===== src/pdgc_pkg.sv =====
// Shared types and constants for the PD GoodCRC and transmit resolver.
`default_nettype none

package pdgc_pkg;

	localparam int RING_DEPTH = 8;

	localparam logic [4:0] MSG_GOODCRC = 5'd1;
	localparam logic [7:0] MIN_FRAME_BYTES = 8'd2;
	localparam logic [7:0] COUNT_MAX = 8'hFF;

	localparam logic [7:0] RST_TX_WATCH = 8'd3;
	localparam logic [7:0] RST_SINK_OK_IDLE = 8'd10;
	localparam logic [7:0] RST_MAX_FRAME = 8'd30;
	localparam logic [7:0] RST_MAX_PAYLOAD = 8'd28;

	typedef enum logic [1:0] {
		CFG_TX_WATCH     = 2'd0,
		CFG_SINK_OK_IDLE = 2'd1,
		CFG_MAX_FRAME    = 2'd2,
		CFG_MAX_PAYLOAD  = 2'd3
	} cfg_index_t;

	typedef enum logic [3:0] {
		ACT_RX_FRAME  = 4'd0,
		ACT_TX_DONE   = 4'd1,
		ACT_HR_DONE   = 4'd2,
		ACT_HR_RX     = 4'd3,
		ACT_TICK      = 4'd4,
		ACT_TRANSMIT  = 4'd5,
		ACT_FETCH     = 4'd6,
		ACT_RX_ENABLE = 4'd7,
		ACT_ATTACH    = 4'd8,
		ACT_DETACH    = 4'd9,
		ACT_HR_SEND   = 4'd10
	} action_t;

	typedef enum logic [2:0] {
		TX_UNSET    = 3'd0,
		TX_ENQUEUED = 3'd1,
		TX_SENDING  = 3'd2,
		TX_SUCCESS  = 3'd3,
		TX_FAIL     = 3'd4
	} tx_state_t;

	typedef enum logic [1:0] {
		ORG_NONE    = 2'd0,
		ORG_GOODCRC = 2'd1,
		ORG_DATA    = 2'd2
	} tx_origin_t;

endpackage

`default_nettype wire


===== src/pdgc_ram.sv =====
// Generic single-write, single-read RAM with a registered read port.
`default_nettype none

module pdgc_ram #(
	parameter int WIDTH = 8,
	parameter int DEPTH = 8
) (
	input  wire logic                     clk,
	input  wire logic                     we,
	input  wire logic [$clog2(DEPTH)-1:0] waddr,
	input  wire logic [WIDTH-1:0]         wdata,
	input  wire logic                     re,
	input  wire logic [$clog2(DEPTH)-1:0] raddr,
	output logic      [WIDTH-1:0]         rdata
);

	logic [WIDTH-1:0] mem_q [DEPTH];

	always_ff @(posedge clk) begin
		if (we) begin
			mem_q[waddr] <= wdata;
		end
		if (re) begin
			rdata <= mem_q[raddr];
		end
	end

endmodule

`default_nettype wire


===== src/pd_goodcrc_tx_resolver.sv =====
// Top level of the PD sink GoodCRC and transmit resolver.
// The result transaction of an accepted input transaction is registered and appears in the cycle after it is accepted.
// Throughput: one transaction per cycle while results are taken; the result register frees itself when taken.
// The receive ring is one RAM whose registered read port feeds the fetched fields.
// Reset returns all control state to its reset values (receive enabled) and loads the register defaults at once.
// Ring contents are not cleared; an entry is always written before it is fetched.
`default_nettype none

module pd_goodcrc_tx_resolver #(
	parameter int RING_DEPTH = pdgc_pkg::RING_DEPTH
) (
	input  wire logic        clk,
	input  wire logic        arst_n,

	input  wire logic        cfg_we,
	input  wire logic [1:0]  cfg_index,
	input  wire logic [7:0]  cfg_data,

	input  wire logic        in_valid,
	output logic             in_ready,
	input  wire logic [3:0]  action,
	input  wire logic [15:0] header,
	input  wire logic [7:0]  frame_len,
	input  wire logic [2:0]  sop_kind,
	input  wire logic        status_fail,
	input  wire logic        wire_busy,
	input  wire logic        send_accepted,
	input  wire logic        enable,

	output logic             out_valid,
	input  wire logic        out_ready,
	output logic             send_goodcrc,
	output logic      [15:0] goodcrc_header,
	output logic             send_data,
	output logic             send_hard_reset,
	output logic      [2:0]  tx_status,
	output logic             sink_tx_ok,
	output logic             rx_valid,
	output logic      [15:0] rx_header_out,
	output logic      [7:0]  rx_len_out,
	output logic             notify_hard_reset,
	output logic             wake
);

	localparam int AW = $clog2(RING_DEPTH);
	localparam logic [AW-1:0] LAST = AW'(RING_DEPTH - 1);

	logic [7:0] tx_watch_q, sink_idle_q, max_frame_q, max_payload_q;

	logic [AW-1:0]          head_q, tail_q;
	pdgc_pkg::tx_origin_t   origin_q;
	pdgc_pkg::tx_state_t    state_q;
	logic [2:0]             msg_id_q;
	logic                   gc_pend_q;
	logic [15:0]            gc_pend_hdr_q;
	logic                   rx_en_q;
	logic                   attached_q;
	logic                   sink_ok_q;
	logic [7:0]             watch_q;
	logic [7:0]             sink_cnt_q;

	logic [AW-1:0]          n_head, n_tail, ring_next;
	pdgc_pkg::tx_origin_t   n_origin;
	pdgc_pkg::tx_state_t    n_state;
	logic [2:0]             n_msg_id;
	logic                   n_gc_pend;
	logic [15:0]            n_gc_pend_hdr;
	logic                   n_rx_en;
	logic                   n_attached;
	logic                   n_sink_ok;
	logic [7:0]             n_watch;
	logic [7:0]             n_sink_cnt;

	logic        attempted, known, ring_we, ring_re;
	logic        o_gc, o_data, o_hr, o_wake, o_rxv, o_notify;
	logic [15:0] o_gc_hdr, gc_hdr, arm_hdr;
	logic [4:0]  mtype;
	logic [1:0]  rev;
	logic [2:0]  rid;
	logic [2:0]  ndo;
	logic        ext;
	logic [7:0]  len_m2, payload;
	logic        frame_ok, gc_frame, payload_ok;
	logic        accept;

	logic        rx_valid_s1;
	logic [23:0] ring_rdata;

	assign accept = in_valid && in_ready;
	assign in_ready = !out_valid || out_ready;

	assign mtype = header[4:0];
	assign rev = header[7:6];
	assign rid = header[11:9];
	assign ndo = header[14:12];
	assign ext = header[15];
	assign len_m2 = frame_len - pdgc_pkg::MIN_FRAME_BYTES;
	assign payload = ext ? len_m2 : {3'b000, ndo, 2'b00};
	assign gc_hdr = {4'b0000, rid, 1'b0, rev, 1'b0, pdgc_pkg::MSG_GOODCRC};
	assign frame_ok = (frame_len >= pdgc_pkg::MIN_FRAME_BYTES) && (frame_len <= max_frame_q);
	assign gc_frame = !ext && (ndo == 3'd0) && (mtype == pdgc_pkg::MSG_GOODCRC);
	assign payload_ok = (payload <= len_m2) && (payload <= max_payload_q);
	assign ring_next = (head_q == LAST) ? '0 : head_q + AW'(1);

	always_comb begin
		n_head = head_q;
		n_tail = tail_q;
		n_origin = origin_q;
		n_state = state_q;
		n_msg_id = msg_id_q;
		n_gc_pend = gc_pend_q;
		n_gc_pend_hdr = gc_pend_hdr_q;
		n_rx_en = rx_en_q;
		n_attached = attached_q;
		n_sink_ok = sink_ok_q;
		n_watch = watch_q;
		n_sink_cnt = sink_cnt_q;
		attempted = 1'b0;
		known = 1'b1;
		ring_we = 1'b0;
		ring_re = 1'b0;
		o_gc = 1'b0;
		o_gc_hdr = '0;
		o_data = 1'b0;
		o_hr = 1'b0;
		o_wake = 1'b0;
		o_rxv = 1'b0;
		o_notify = 1'b0;
		arm_hdr = gc_hdr;

		case (action)
			pdgc_pkg::ACT_RX_FRAME: begin
				if (frame_ok) begin
					if (gc_frame) begin
						if (n_origin == pdgc_pkg::ORG_DATA && n_state == pdgc_pkg::TX_SENDING &&
						    rid == n_msg_id) begin
							n_state = pdgc_pkg::TX_SUCCESS;
							n_origin = pdgc_pkg::ORG_NONE;
							n_sink_ok = 1'b0;
						end
						o_wake = 1'b1;
					end else if (sop_kind == 3'd0 && payload_ok) begin
						if (rx_en_q) begin
							if (ring_next == n_tail) begin
								n_tail = (n_tail == LAST) ? '0 : n_tail + AW'(1);
							end
							ring_we = 1'b1;
							n_head = ring_next;
							o_wake = 1'b1;
						end
						if (!wire_busy) begin
							if (n_origin != pdgc_pkg::ORG_NONE) begin
								n_gc_pend = 1'b1;
								n_gc_pend_hdr = gc_hdr;
							end else begin
								attempted = 1'b1;
								if (send_accepted) begin
									n_origin = pdgc_pkg::ORG_GOODCRC;
									n_gc_pend_hdr = gc_hdr;
									o_gc = 1'b1;
									o_gc_hdr = gc_hdr;
								end else begin
									n_gc_pend = 1'b1;
									n_gc_pend_hdr = gc_hdr;
								end
							end
						end else if (rx_en_q) begin
							n_gc_pend = 1'b1;
							n_gc_pend_hdr = gc_hdr;
						end
					end
				end
			end
			pdgc_pkg::ACT_TX_DONE: begin
				if (n_origin == pdgc_pkg::ORG_DATA) begin
					if (n_state == pdgc_pkg::TX_SENDING && status_fail) begin
						n_state = pdgc_pkg::TX_FAIL;
						n_origin = pdgc_pkg::ORG_NONE;
						n_sink_ok = 1'b0;
					end
				end else if (n_origin == pdgc_pkg::ORG_GOODCRC) begin
					n_origin = pdgc_pkg::ORG_NONE;
					if (status_fail) begin
						n_gc_pend = 1'b1;
					end
				end
				o_wake = 1'b1;
			end
			pdgc_pkg::ACT_HR_DONE: begin
				if (n_state == pdgc_pkg::TX_SENDING) begin
					n_state = pdgc_pkg::TX_SUCCESS;
				end
				n_origin = pdgc_pkg::ORG_NONE;
				o_wake = 1'b1;
			end
			pdgc_pkg::ACT_HR_RX: begin
				n_state = pdgc_pkg::TX_UNSET;
				n_origin = pdgc_pkg::ORG_NONE;
				n_gc_pend = 1'b0;
				n_gc_pend_hdr = '0;
				n_sink_ok = 1'b0;
				n_tail = n_head;
				o_notify = 1'b1;
				o_wake = 1'b1;
			end
			pdgc_pkg::ACT_TICK: begin
				if (n_watch != 8'd0) begin
					n_watch = n_watch - 8'd1;
				end
				if (n_sink_cnt != pdgc_pkg::COUNT_MAX) begin
					n_sink_cnt = n_sink_cnt + 8'd1;
				end
			end
			pdgc_pkg::ACT_TRANSMIT: begin
				n_msg_id = rid;
				n_state = pdgc_pkg::TX_ENQUEUED;
				o_wake = 1'b1;
			end
			pdgc_pkg::ACT_FETCH: begin
				if (n_tail != n_head) begin
					o_rxv = 1'b1;
					ring_re = 1'b1;
					n_tail = (n_tail == LAST) ? '0 : n_tail + AW'(1);
				end
			end
			pdgc_pkg::ACT_RX_ENABLE: begin
				n_rx_en = enable;
				if (!enable) begin
					n_tail = n_head;
					n_gc_pend = 1'b0;
					n_gc_pend_hdr = '0;
				end
				o_wake = 1'b1;
			end
			pdgc_pkg::ACT_ATTACH: begin
				if (!n_attached) begin
					n_attached = 1'b1;
					n_state = pdgc_pkg::TX_UNSET;
					n_origin = pdgc_pkg::ORG_NONE;
					n_gc_pend = 1'b0;
					n_gc_pend_hdr = '0;
					n_sink_ok = 1'b0;
					n_tail = n_head;
					n_rx_en = 1'b1;
				end
			end
			pdgc_pkg::ACT_DETACH: begin
				if (n_attached) begin
					n_attached = 1'b0;
					n_state = pdgc_pkg::TX_UNSET;
					n_origin = pdgc_pkg::ORG_NONE;
					n_gc_pend = 1'b0;
					n_gc_pend_hdr = '0;
					n_sink_ok = 1'b0;
					n_tail = n_head;
				end
			end
			pdgc_pkg::ACT_HR_SEND: begin
				attempted = 1'b1;
				if (send_accepted) begin
					o_hr = 1'b1;
					n_state = pdgc_pkg::TX_SENDING;
				end else begin
					n_state = pdgc_pkg::TX_FAIL;
				end
			end
			default: begin
				known = 1'b0;
			end
		endcase

		if (known) begin
			// A deferred GoodCRC is retried first, then the data frame is watched or started.
			if (n_gc_pend && n_state != pdgc_pkg::TX_SENDING && !wire_busy && !attempted) begin
				n_gc_pend = 1'b0;
				arm_hdr = n_gc_pend_hdr;
				if (n_origin != pdgc_pkg::ORG_NONE) begin
					n_gc_pend = 1'b1;
				end else begin
					attempted = 1'b1;
					if (send_accepted) begin
						n_origin = pdgc_pkg::ORG_GOODCRC;
						o_gc = 1'b1;
						o_gc_hdr = arm_hdr;
					end else begin
						n_gc_pend = 1'b1;
					end
				end
				o_wake = 1'b1;
			end
			if (n_state == pdgc_pkg::TX_SENDING && n_origin == pdgc_pkg::ORG_DATA) begin
				if (n_watch == 8'd0) begin
					n_state = pdgc_pkg::TX_FAIL;
					n_origin = pdgc_pkg::ORG_NONE;
					n_sink_ok = 1'b0;
					o_wake = 1'b1;
				end
			end else if (n_state == pdgc_pkg::TX_ENQUEUED && !wire_busy && !attempted) begin
				attempted = 1'b1;
				n_sink_cnt = 8'd0;
				if (send_accepted) begin
					n_origin = pdgc_pkg::ORG_DATA;
					n_sink_ok = 1'b1;
					n_state = pdgc_pkg::TX_SENDING;
					n_watch = tx_watch_q;
					o_data = 1'b1;
				end else begin
					n_origin = pdgc_pkg::ORG_NONE;
					n_sink_ok = 1'b0;
				end
				o_wake = 1'b1;
			end
			if (n_sink_ok && n_origin == pdgc_pkg::ORG_NONE && n_sink_cnt >= sink_idle_q) begin
				n_sink_ok = 1'b0;
			end
		end
	end

	always_ff @(posedge clk or negedge arst_n) begin
		if (!arst_n) begin
			tx_watch_q <= pdgc_pkg::RST_TX_WATCH;
			sink_idle_q <= pdgc_pkg::RST_SINK_OK_IDLE;
			max_frame_q <= pdgc_pkg::RST_MAX_FRAME;
			max_payload_q <= pdgc_pkg::RST_MAX_PAYLOAD;
		end else if (cfg_we) begin
			case (cfg_index)
				pdgc_pkg::CFG_TX_WATCH:     tx_watch_q <= cfg_data;
				pdgc_pkg::CFG_SINK_OK_IDLE: sink_idle_q <= cfg_data;
				pdgc_pkg::CFG_MAX_FRAME:    max_frame_q <= cfg_data;
				pdgc_pkg::CFG_MAX_PAYLOAD:  max_payload_q <= cfg_data;
				default: begin
				end
			endcase
		end
	end

	always_ff @(posedge clk or negedge arst_n) begin
		if (!arst_n) begin
			head_q <= '0;
			tail_q <= '0;
			origin_q <= pdgc_pkg::ORG_NONE;
			state_q <= pdgc_pkg::TX_UNSET;
			msg_id_q <= '0;
			gc_pend_q <= 1'b0;
			gc_pend_hdr_q <= '0;
			rx_en_q <= 1'b1;
			attached_q <= 1'b0;
			sink_ok_q <= 1'b0;
			watch_q <= '0;
			sink_cnt_q <= '0;
		end else if (accept) begin
			head_q <= n_head;
			tail_q <= n_tail;
			origin_q <= n_origin;
			state_q <= n_state;
			msg_id_q <= n_msg_id;
			gc_pend_q <= n_gc_pend;
			gc_pend_hdr_q <= n_gc_pend_hdr;
			rx_en_q <= n_rx_en;
			attached_q <= n_attached;
			sink_ok_q <= n_sink_ok;
			watch_q <= n_watch;
			sink_cnt_q <= n_sink_cnt;
		end
	end

	always_ff @(posedge clk or negedge arst_n) begin
		if (!arst_n) begin
			out_valid <= 1'b0;
		end else if (accept) begin
			out_valid <= 1'b1;
		end else if (out_ready) begin
			out_valid <= 1'b0;
		end
	end

	always_ff @(posedge clk) begin
		if (accept) begin
			send_goodcrc <= o_gc;
			goodcrc_header <= o_gc_hdr;
			send_data <= o_data;
			send_hard_reset <= o_hr;
			tx_status <= n_state;
			sink_tx_ok <= n_sink_ok;
			rx_valid_s1 <= o_rxv;
			notify_hard_reset <= o_notify;
			wake <= o_wake;
		end
	end

	pdgc_ram #(
		.WIDTH(24),
		.DEPTH(RING_DEPTH)
	) u_ring (
		.clk  (clk),
		.we   (accept && ring_we),
		.waddr(head_q),
		.wdata({header, payload}),
		.re   (accept && ring_re),
		.raddr(tail_q),
		.rdata(ring_rdata)
	);

	assign rx_valid = rx_valid_s1;
	assign rx_header_out = rx_valid_s1 ? ring_rdata[23:8] : 16'd0;
	assign rx_len_out = rx_valid_s1 ? ring_rdata[7:0] : 8'd0;

endmodule

`default_nettype wire


===== config.mk =====
export PLATFORM = sky130hd
export DESIGN_NAME = pd_goodcrc_tx_resolver
export DESIGN_NICKNAME = d
export VERILOG_FILES = /design/src/pdgc_pkg.sv /design/src/pdgc_ram.sv /design/src/pd_goodcrc_tx_resolver.sv
export SDC_FILE = /design/constraint.sdc
export NUM_CORES = 1
export LEC_CHECK = 0
export BUFFER_PORTS_ARGS = -buffer_cell sky130_fd_sc_hd__buf_2
export CORE_ASPECT_RATIO = 1.1
export CORE_MARGIN = 5
export CORE_UTILIZATION = 35
export DETAILED_ROUTE_END_ITERATION = 10
export GPL_TIMING_DRIVEN = 0
export PLACE_DENSITY = 0.54
export SYNTH_ARGS = -nofsm -noshare
export SYNTH_HDL_FRONTEND = slang
export SYNTH_HIERARCHICAL = 1
export SYNTH_SLANG_ARGS = --single-unit

===== constraint.sdc =====
create_clock -name clk -period 7.9 [get_ports clk]
set_input_delay 1.58 -clock clk [delete_from_list [all_inputs] [get_ports clk]]
set_output_delay 1.58 -clock clk [all_outputs]
set_load 0.01 [all_outputs]

==> impl_metrics.toml <==
[status]
outcome = "completed"

[clock_tree]
numCtsBuffers = 36
ctsHtreeMaxLevel = 2
root_buffer = "clkbuf_16"
cts_tree = "built"
cts_hold_buf = 0
clock_sink_count = 325
insertion_delay_ns = 0.54
cts-resized-gates = 0
clock_path_buffers = 3
cts.clk_slew.worst_paths_ns = 0.06
post_cts_buffers = 0

[worst_setup_path]
cp_cell_sequence = "buf_2 -> or4_1 -> nor3_1 -> nor2_1 -> nor2_1 -> ha_1 -> nand2_1 -> o21ai_0 -> a2111oi_1 -> o211ai_2 -> o41ai_2 -> nand2_1 -> o21a_1 -> nand2b_1 -> ha_1 -> nand2b_1 -> a21oi_1 -> nor2b_1 -> o21ai_0 -> a21oi_1 -> nor3_1 -> o21bai_1 -> a32o_1 -> a31oi_1"
reg2reg_slack_ns = 2.32
end_kind = "register"
critPathMaxStageDelay_ns = 0.94
timing_worst_setup_path_type = "in -> reg"
setup.worst_path.start_class = "primary input"
reg2reg_to = "sink_ok_q"
arrival_ns = 7.83
reg2reg_depth = 20
cpMaxStageDelayCell = "a2111oi_1"
r2r-start = "max_payload_q[3]"
path_max_fanout = 9
crit_required_ns = 8.36

[sta]
final.min_clock_period_ns = 7.368
finClkSkew_ns = 0.01636
setup_violations = 0
slew_violations = 0
maxSlewHeadroom_pct = 18.32
hold_viol = 0
rsz0062_at_grt = "no"
setup_slack_ns = 0.5321
fmax_mhz = 135.7
worst_slew_pin_slew_ns = 1.209
period_share_pct = 93.27

[die]
num_rows = 79
num_io_pins = 102
core_um2 = 42110
fp.dieW_um = 206.1
chipHeight_um = 225.7
start_util_pct = 35.15
die_area_um2 = 46500

[power_and_ir_drop]
p_per_area_nw_per_um2 = 265.2
p_total_mw = 4.625
vdd_drop_max_mv = 0.1613
power.leakage_nw = 6.509

[layout]
area_growth_syn_to_layout_pct = 17.85
post-route-cell-area_um2 = 17440
nets = 1245
multi_input_comb_area_um2 = 5136
fillers = 3967
register_area_um2 = 9359
drive_gt1_share_pct = 28.67

[yosys]
synth_async_sr_flop_share_pct = 25.54
ys.flop_type = "edfxtp_1"
syn_area_um2 = 14800
synth-edff-count = 242
synth_cell_types = 78
yosysWarnings = 6
syn_inst = 1008
synthesis.nets = 1093
avgSynthCellArea_um2 = 14.68
ys_seq_elements = 325
ys_seq_area_share_pct = 63.24

[route]
viasPerCell = 5.070
routed_wirelength_mm = 35.65
vias = 8898
drtAntennaViolNets = 0
detail_route.wl_per_cell_um = 20.31
drt_iter0_drc = 421
drc_errors = 0
drt_first_pass_iters = 7

[place]
pre_cts_slack_ns = -0.2343
gp_congestion = 0.8638
portBuffers = 100
dpl.hpwl_mm = 24.40
place_area_um2 = 16290

[min_path]
holdPathEnd = "gc_pend_hdr_q[4]"
hold_start = "gc_pend_hdr_q[4]"
whs_path_depth = 1
worstHoldPathType = "reg -> reg"

[grt]
overflow = 0
grt_pass1_vias = 9222
antenna_found_initial = 0
grt_max_degree = 54
grt_pass1_wl_mm = 54.94
grt_util_all_layers_pct = 15.43

[flow_run]
maxCapViolations = 0
## cell families (layout without fill, tap and decap cells)
| family | after synthesis | count (layout) | share of synthesized area [%] |
|---|---|---|---|
| buffers and inverters | 82 | 260 | 2.503 |
| AND/OR/NAND/NOR | 288 | 288 | 10.32 |
| multiplexers | 124 | 124 | 13.43 |
| AO/OA/AOI/OAI | 132 | 132 | 6.248 |
| flip-flops | 325 | 325 | 63.24 |
| XOR/XNOR | 22 | 22 | 1.302 |
| other | 0 | 2 | 0 |
| adder cells (fa/ha/maj) | 35 | 35 | 2.959 |
## state kept, by name, indices dropped and copies added, names as in the netlist, 8 cells and up
signal          flops
u_ring/rdata       24
u_ring/mem_q      192
max_payload_q       8
tx_watch_q          8
watch_q             8
max_frame_q         8
sink_idle_q         8
gc_pend_hdr_q      16
goodcrc_header     16
sink_cnt_q          8
## critical path: cells and delay by family
kind / cells / cell delay [ns]
AO/OA/AOI/OAI: 11 / 3.42
adder cells (fa/ha/maj): 2 / 0.60
buffers and inverters: 1 / 0.14
AND/OR/NAND/NOR: 10 / 2.07
## power by group
| part | leakage, nW | switching (mW) | internal (mW) |
|---|---|---|---|
| Clock | 0.573 | 0.665 | 0.968 |
| Combinational | 2.71 | 0.466 | 0.504 |
| Sequential | 3.22 | 0.0707 | 1.95 |
## Yosys cell counts (3+ instances only)
cell type / number / area, um^2
buf_2: 9 / 45.04
nor2b_1: 6 / 37.54
nand3_1: 26 / 130.1
mux2_2: 56 / 630.6
ha_1: 35 / 437.9
dfstp_2: 12 / 315.3
xnor2_1: 8 / 70.07
nor2_1: 62 / 232.7
nand2_1: 50 / 187.7
o21ai_0: 31 / 155.2
and2_1: 49 / 306.5
a21o_1: 5 / 37.54
nor3b_1: 4 / 30.03
clkbuf_1: 23 / 86.33
mux2i_1: 5 / 50.05
nor4_1: 8 / 50.05
a21oi_1: 26 / 130.1
o21a_1: 5 / 37.54
xor2_1: 14 / 122.6
mux4_2: 48 / 1081
mux2_4: 15 / 225.2
inv_1: 42 / 157.7
a22o_1: 9 / 78.83
and3_1: 3 / 18.77
o211ai_1: 5 / 37.54
nand2b_1: 19 / 118.9
nor3_1: 19 / 95.09
nand4_1: 13 / 81.33
a221o_1: 3 / 30.03
edfxtp_1: 242 / 7267
a31oi_1: 7 / 43.79
or3_1: 6 / 37.54
a211o_1: 3 / 26.28
dfrtp_1: 71 / 1777
a2bb2oi_1: 3 / 26.28
and4_1: 3 / 26.28
nand3b_1: 5 / 37.54
or4_1: 3 / 22.52
## cell type report
class	count	share of cell area [%]
flip-flops and latches	325	53.66
clock buffers	49	5.840
well taps	567	4.068
clock inverters	15	0.7174
repair buffers	114	4.104
diodes	2	0.02870
multi-input cells	601	29.45
plain buffers	39	1.205
inverters	43	0.9255
## through the flow
step	hold WS (ns)	instances	util [%]	TNS (ns)
3_3_place_gp	0.4532	1675	38.02	-229.04
2_1_floorplan	0.4433	1008	-	0
4_1_cts	0.4792	1753	41.40	0
5_1_grt	0.4983	1753	41.41	0
6_report	0.4737	1755	41.42	0
3_5_place_dp	0.4623	1689	38.68	-0.4408
## metal layers
metal,part of all wire [%],vias up,track usage (%)
met5,0,-,0
met4,2.1,0,3.929
met3,4.6,50,2.987
met2,50,180,26.33
met1,43,4511,20.35
li1,-,4157,-
## cells in the final DEF, fill, tap and decap left out, types with 15 or more instances in the layout
cell type	synthesis	routed
a21oi_1	26	25
and2_1	49	49
buf_2	9	108
clkbuf_1	23	28
clkbuf_16	0	37
dfrtp_1	71	71
edfxtp_1	242	242
ha_1	35	35
inv_1	42	42
mux2_2	56	56
mux2_4	15	15
mux4_2	48	48
nand2_1	50	50
nand2b_1	19	19
nand3_1	26	26
nor2_1	62	56
nor3_1	19	17
o21ai_0	31	31
## how the worst max path moves through the flow
stage                 startpoint                 end  slack [ns]  cells after the start
finish              frame_len[4]           sink_ok_q        0.53                     24
global route        frame_len[4]           sink_ok_q        0.01                     24
CTS                   header[15]           sink_ok_q        0.31                     23
detailed placement    header[15]           sink_ok_q       -0.23                     23
global placement      header[15]  u_ring/mem_q[0][9]       -2.13                     14
floorplan           frame_len[4]  u_ring/mem_q[0][0]        1.14                     14
Power figures use the tool's default switching activity.
